File: src/sv/cjt_pkg.sv
// Shared types and constants for the cubic joint trajectory interpolator.
`default_nettype none

package cjt_pkg;

  // Field widths of the words and the configuration registers.
  localparam int TIME_BITS  = 48;
  localparam int DUR_BITS   = 32;
  localparam int POS_BITS   = 32;
  localparam int JOINT_BITS = 5;
  localparam int CFG_BITS   = 48;

  // Fixed-point formats: the move fraction is unsigned Q1.24 and may reach 1.0.
  localparam int FRAC_BITS = 24;
  localparam int Q_BITS    = FRAC_BITS + 1;
  localparam int T_BITS    = FRAC_BITS + 2;
  localparam int MAG_BITS  = POS_BITS + 1;

  // One quotient bit per divider stage, plus two entry and four back-end stages.
  localparam int DIV_STAGES  = Q_BITS;
  localparam int CJT_LATENCY = DIV_STAGES + 6;

  // Configuration register indexes.
  localparam logic CFG_MOVE_START_TIME = 1'b0;
  localparam logic CFG_MOVE_DURATION   = 1'b1;

  // Phase of the move reported with each result.
  typedef enum logic [1:0] {
    PHASE_BEFORE = 2'd0,
    PHASE_MOVING = 2'd1,
    PHASE_DONE   = 2'd2
  } phase_t;

  // Input word.
  typedef struct packed {
    logic [TIME_BITS-1:0]       current_time;
    logic [JOINT_BITS-1:0]      joint_number;
    logic signed [POS_BITS-1:0] joint_start;
    logic signed [POS_BITS-1:0] joint_goal;
  } in_word_t;

  // Result word.
  typedef struct packed {
    logic signed [POS_BITS-1:0] joint_position;
    logic [JOINT_BITS-1:0]      joint_number_out;
    logic [1:0]                 move_phase;
  } out_word_t;

  // Per-item side information carried alongside the arithmetic.
  typedef struct packed {
    phase_t                     phase;
    logic signed [POS_BITS-1:0] base;
    logic [MAG_BITS-1:0]        mag;
    logic                       neg;
    logic [JOINT_BITS-1:0]      joint;
  } side_t;

endpackage

`default_nettype wire

File: src/sv/cjt_div.sv
// Pipelined restoring divider giving the move fraction elapsed * 2^24 / duration.
`default_nettype none

module cjt_div (
  input  wire logic                           clk,
  input  wire logic [cjt_pkg::DUR_BITS-1:0]   num,
  input  wire logic [cjt_pkg::DUR_BITS-1:0]   dur,
  output logic      [cjt_pkg::Q_BITS-1:0]     quo
);
  import cjt_pkg::*;

  // Partial remainder and quotient of each stage; the remainder stays below dur while num is below twice dur.
  logic [DUR_BITS-1:0] rem_r [DIV_STAGES];
  logic [Q_BITS-1:0]   quo_r [DIV_STAGES];

  for (genvar k = 0; k < DIV_STAGES; k++) begin : g_stage
    logic [DUR_BITS:0]   shv;
    logic [DUR_BITS+1:0] trial;
    logic                qbit;
    logic [Q_BITS-1:0]   prevq;
    logic [DUR_BITS-1:0] rem_nxt;
    logic [Q_BITS-1:0]   quo_nxt;

    // The first stage takes the numerator as is, later ones double the remainder.
    if (k == 0) begin : g_first
      assign shv   = {1'b0, num};
      assign prevq = '0;
    end else begin : g_next
      assign shv   = {rem_r[k-1], 1'b0};
      assign prevq = quo_r[k-1];
    end

    // Trial subtraction decides one quotient bit.
    always_comb begin
      trial   = {1'b0, shv} - {2'b00, dur};
      qbit    = ~trial[DUR_BITS+1];
      rem_nxt = qbit ? trial[DUR_BITS-1:0] : shv[DUR_BITS-1:0];
      quo_nxt = {prevq[Q_BITS-2:0], qbit};
    end

    always_ff @(posedge clk) begin
      rem_r[k] <= rem_nxt;
      quo_r[k] <= quo_nxt;
    end
  end

  assign quo = quo_r[DIV_STAGES-1];

endmodule

`default_nettype wire

File: config.mk
export PLATFORM = sky130hd
export DESIGN_NAME = cjt_div
export DESIGN_NICKNAME = d
export VERILOG_FILES = /design/src/sv/cjt_pkg.sv /design/src/sv/cjt_div.sv
export SDC_FILE = /design/constraint.sdc
export NUM_CORES = 2
export LEC_CHECK = 0
export BUFFER_PORTS_ARGS = -buffer_cell sky130_fd_sc_hd__buf_4
export CAP_MARGIN = 30
export CORE_ASPECT_RATIO = 0.7
export CORE_MARGIN = 2
export CORE_UTILIZATION = 55
export CTS_CLUSTER_DIAMETER = 100
export DETAILED_ROUTE_END_ITERATION = 12
export PLACE_DENSITY = 0.71
export SKIP_LAST_GASP = 1
export SLEW_MARGIN = 5
export SYNTH_ARGS = -nofsm -noshare
export SYNTH_HDL_FRONTEND = slang
export SYNTH_SLANG_ARGS = --single-unit
File: constraint.sdc
create_clock -name clk -period 9.8 [get_ports clk]
set_clock_uncertainty 0.2 [all_clocks]
set_input_delay 0.98 -clock clk [delete_from_list [all_inputs] [get_ports clk]]
set_output_delay 0.98 -clock clk [all_outputs]
set_load 0.03 [all_outputs]
==> results by stage <==
Floorplan:
- The initialized floorplan defines 106 standard-cell rows.
- The die extent in x is 420 um.
- In this run the count of I/O pins placed on the die edge is 90.
- The total area inside the core boundary comes to 0.120 mm2.
- For this configuration, the core starts out at a cell density of 55.6%.
- The die height is 295 um.
- The die covers 0.124 mm2.

Worst setup path:
- The number of cells on the worst reg-to-reg path is 12.
- The startpoint class of the critical path is an input port.
- STA classifies the critical path endpoint as a register.
- STA puts the critical path data arrival time at 5.73 ns.
- The critical setup path kind is in -> reg.
- The data required time of the critical path is 10.24 ns.
- The maximum fanout encountered on the critical timing path is 38.

Place:
- The total of buffers placed on input and output ports is 89.
- The estimated wirelength of the detail-placed design is 115000 um.
- The global placer's final weighted congestion is 0.914.

Synthesis:
- For this run, the number of Yosys warnings is 0.
- Synthesis produced 7382 cells.
- The dominant synthesized flop cell is sky130_fd_sc_hd__dfxtp_1.
- In this run, distinct cell masters in the synthesized netlist total 100.
- The synthesized design spends more area on one cell type than any other, namely sky130_fd_sc_hd__dfxtp_1.
- The combined area of all synthesized cells is 0.0665 mm2.
- The most used standard cell by instance count after synthesis is sky130_fd_sc_hd__dfxtp_1.
- Ranked by instance count, the synthesized netlist is headed by sky130_fd_sc_hd__dfxtp_1, sky130_fd_sc_hd__a21oi_1, sky130_fd_sc_hd__ha_1.
- The fraction of registers with async set or reset after synthesis is 0%.
- Of the synthesized area, sequential elements account for 32.9%.
- The post-synthesis net count is 8247.
- The post-synthesis area per instance is 9.01 um2.
- In the post-synthesis netlist, the biggest area contributors are sky130_fd_sc_hd__dfxtp_1, sky130_fd_sc_hd__ha_1, sky130_fd_sc_hd__a21oi_1.
- Yosys mapped a number of flops with a built-in enable equal to 0.
- The top-area cell type share of the netlist area is 32.9%.
- In this run, synthesis produced a sequential element count of 1093.

STA:
- The count of final hold-check violations came to 0.
- The number of max-slew violations in the final report was 0.
- The aggregate negative setup slack is 0 ns.
- Setup repair after global routing left no endpoint under its margin.
- The worst pin sits at a relative slew slack of 22.5%.
- Setup violations remaining at the end of the flow were counted as 0.
- The maximum frequency from static timing analysis is 189 MHz.
- The final critical path time including I/O delays and setup is 5.29 ns.
- The part of the cycle the worst path needs is 53.9%.
- The slew at the pin with the worst max-slew slack is 1.15 ns.

CTS:
- The buffer type at the clock tree root is sky130_fd_sc_hd__clkbuf_16.
- CTS saw 1093 sinks.
- After clock tree synthesis, the clock-pin slew on the worst setup and hold paths is 0.07 ns.
- The clock passes through at most 3 buffers.
- The post-CTS setup buffer count is 0.
- The clock tree from TritonCTS is built.
- Clock tree synthesis inserted a total of 111 buffers.
- The hold buffer count at cts is 0.
- The post-cts sizing count is 0.
- At the later pin of the worst-skew pair, clock insertion delay measures 0.76 ns.
- CTS built an H-tree with a depth of 3.

Power and ir drop:
- The maximum vdd drop is 0.000183 V.
- The sequential group share of total power is 26.7%.
- Of the total power, the share spent switching nets is 41.0%.
- In this run the power density over the cells is 417 mW/mm2.
- The share of total power dissipated in the clock network is 15.0%.
- The internal power of the cells totals 18.0 mW.
- The leakage power of the design is 32.5 nW.
- The power share of the combinational group is 58.3%.
- The switching power of the nets is 12.5 mW.

Route:
- The first-pass iteration count of the detailed router is 6.
- The detailed router finished its first iteration with 3414 violations.
- The wire length per cell after detailed routing is 16.9 um.
- The final layout contains routed wiring with a total length of 155000 um.
- In this run the remaining antenna-violating nets after routing total 0.
- The routed via count divided by cell count is 5.82.
- The detailed-route DRC error count is 0.
- Summing over every cut layer, the via total after detailed routing is 53.5k.

Global routing:
- The initial antenna violation count is 2.
- The via count of the first global-routing pass was 50.6k.
- The global router's overall resource usage is 24.6%.
- Entering global routing, the biggest net connects 61 pins.
- The first-pass GRT wire length is 252000 um.
- After global routing the overflow that remains totals 0.

Flow run:
- The count of max-cap constraint violations is 0.

Hold path:
- The worst hold path stage count is 0.
- The worst hold path belongs to the class reg -> reg.

Outcome:
- The flow ran to the end, and the final reports show no timing, DRC or antenna violations.

Final layout:
- The net count of the finished layout is 8348.
- The area overhead of the layout relative to synthesis is 9.86%.
- The fill cell total of the finished layout is 10.3k.
- Cells fill 61.1% of the core in the end.
- Cells with a size suffix above 1 make up 10.4% of the layout.
==> flip-flops by register name, indices dropped and copies added (netlist names) <==
signal	flops
rem_r	768
quo_r	325
==> layer usage <==
layer  global-route usage, %  part of all wire (%)  vias to the layer above
met3                    5.58                   6.9                      310
met2                    38.9                    43                     1346
li1                        -                     -                    27200
met4                    6.52                   2.6                        0
met5                       0                     0                        -
met1                    33.6                    47                    24700
==> cells by family (layout without fill, tap and decap cells) <==
group,Yosys count,count (layout),synth area share [%]
compound gates,2341,2341,22.1
simple gates,1737,1737,12.2
flops,1093,1093,32.9
fa+ha+maj,800,800,15.3
xor+xnor,638,638,8.40
buf+inv,389,583,2.48
mux,384,384,6.61
other cells,0,1,0
==> metrics by stage <==
stage / area [um2] / cells / setup WS, ns / hold slack, ns / power, mW
4_1_cts: 73000 / 9194 / 4.64 / 0.0906 / 30.4
5_1_grt: 73100 / 9197 / 4.30 / 0.0990 / 33.0
3_5_place_dp: 69000 / 8988 / 3.86 / 0.112 / 25.6
6_report: 73100 / 9197 / 4.51 / 0.0951 / 30.5
3_3_place_gp: 68900 / 8984 / 3.79 / 0.110 / 25.1
2_1_floorplan: 66500 / 7382 / 3.89 / 0.110 / 22.2
==> power by group through the flow <==
| stage | Combinational (mW) | Clock (mW) | Sequential (mW) |
|---|---|---|---|
| finish | 17.8 | 4.58 | 8.12 |
| floorplan | 14.4 | 0 | 7.77 |
| global placement | 16.9 | 0 | 8.20 |
| global route | 19.8 | 4.88 | 8.34 |
| CTS | 17.6 | 4.71 | 8.12 |
| detailed placement | 17.4 | 0 | 8.21 |
==> worst paths after layout <==
kind,start,end,slack (ns)
max,dur[1],rem_r[1][193],4.51
max reg2reg,rem_r[1][160],rem_r[1][193],5.15
min,quo_r[5][15],quo_r[5][41],0.1
min reg2reg,quo_r[5][15],quo_r[5][41],0.1
==> cell usage in the layout (no fill, tap or decap), types with 41 or more instances in the layout <==
cell / Yosys / final
sky130_fd_sc_hd__a211oi_1: 52 / 52
sky130_fd_sc_hd__a21o_1: 352 / 352
sky130_fd_sc_hd__a21oi_1: 814 / 813
sky130_fd_sc_hd__a31oi_1: 57 / 57
sky130_fd_sc_hd__and3_1: 61 / 61
sky130_fd_sc_hd__buf_4: 19 / 146
sky130_fd_sc_hd__clkbuf_16: 0 / 112
sky130_fd_sc_hd__dfxtp_1: 1093 / 1093
sky130_fd_sc_hd__ha_1: 776 / 776
sky130_fd_sc_hd__inv_1: 223 / 221
sky130_fd_sc_hd__mux2_2: 339 / 339
sky130_fd_sc_hd__nand2_1: 514 / 513
sky130_fd_sc_hd__nand2b_1: 94 / 94
sky130_fd_sc_hd__nand3_1: 121 / 121
sky130_fd_sc_hd__nand4_1: 71 / 71
sky130_fd_sc_hd__nor2_1: 532 / 530
sky130_fd_sc_hd__nor2b_1: 97 / 97
sky130_fd_sc_hd__nor3_1: 87 / 86
sky130_fd_sc_hd__o211ai_1: 41 / 41
sky130_fd_sc_hd__o21a_1: 106 / 105
sky130_fd_sc_hd__o21ai_0: 480 / 480
sky130_fd_sc_hd__o21bai_1: 95 / 95
sky130_fd_sc_hd__o31ai_1: 53 / 52
sky130_fd_sc_hd__xnor2_1: 394 / 394
sky130_fd_sc_hd__xor2_1: 244 / 244
==> worst max-delay path: stages <==
cell and delay (ns):
sky130_fd_sc_hd__buf_4 0.13, sky130_fd_sc_hd__inv_2 0.16, sky130_fd_sc_hd__buf_4 0.42, sky130_fd_sc_hd__ha_1 0.30
sky130_fd_sc_hd__nor2b_1 0.12, sky130_fd_sc_hd__o21ai_0 0.23, sky130_fd_sc_hd__a21boi_0 0.20, sky130_fd_sc_hd__o31ai_1 0.50
sky130_fd_sc_hd__a21oi_1 0.32, sky130_fd_sc_hd__a31oi_1 0.47, sky130_fd_sc_hd__o41ai_2 0.18, sky130_fd_sc_hd__a41oi_1 0.28
sky130_fd_sc_hd__and2_1 0.56, sky130_fd_sc_hd__buf_4 0.43, sky130_fd_sc_hd__mux2_2 0.37
==> layout make-up <==
cell class | instances | area, um2 | area share [%]
clock buffer | 147 | 3190 | 4.37
tap | 1620 | 2030 | 2.77
antenna | 1 | 2.50 | 0.00342
multi-input combinational | 5900 | 43100 | 59.0
sequential | 1093 | 21900 | 29.9
inverter | 225 | 845 | 1.16
timing repair buffer | 152 | 1240 | 1.70
clock inverter | 59 | 795 | 1.09
Note: power is estimated with default switching activity, not from simulation.
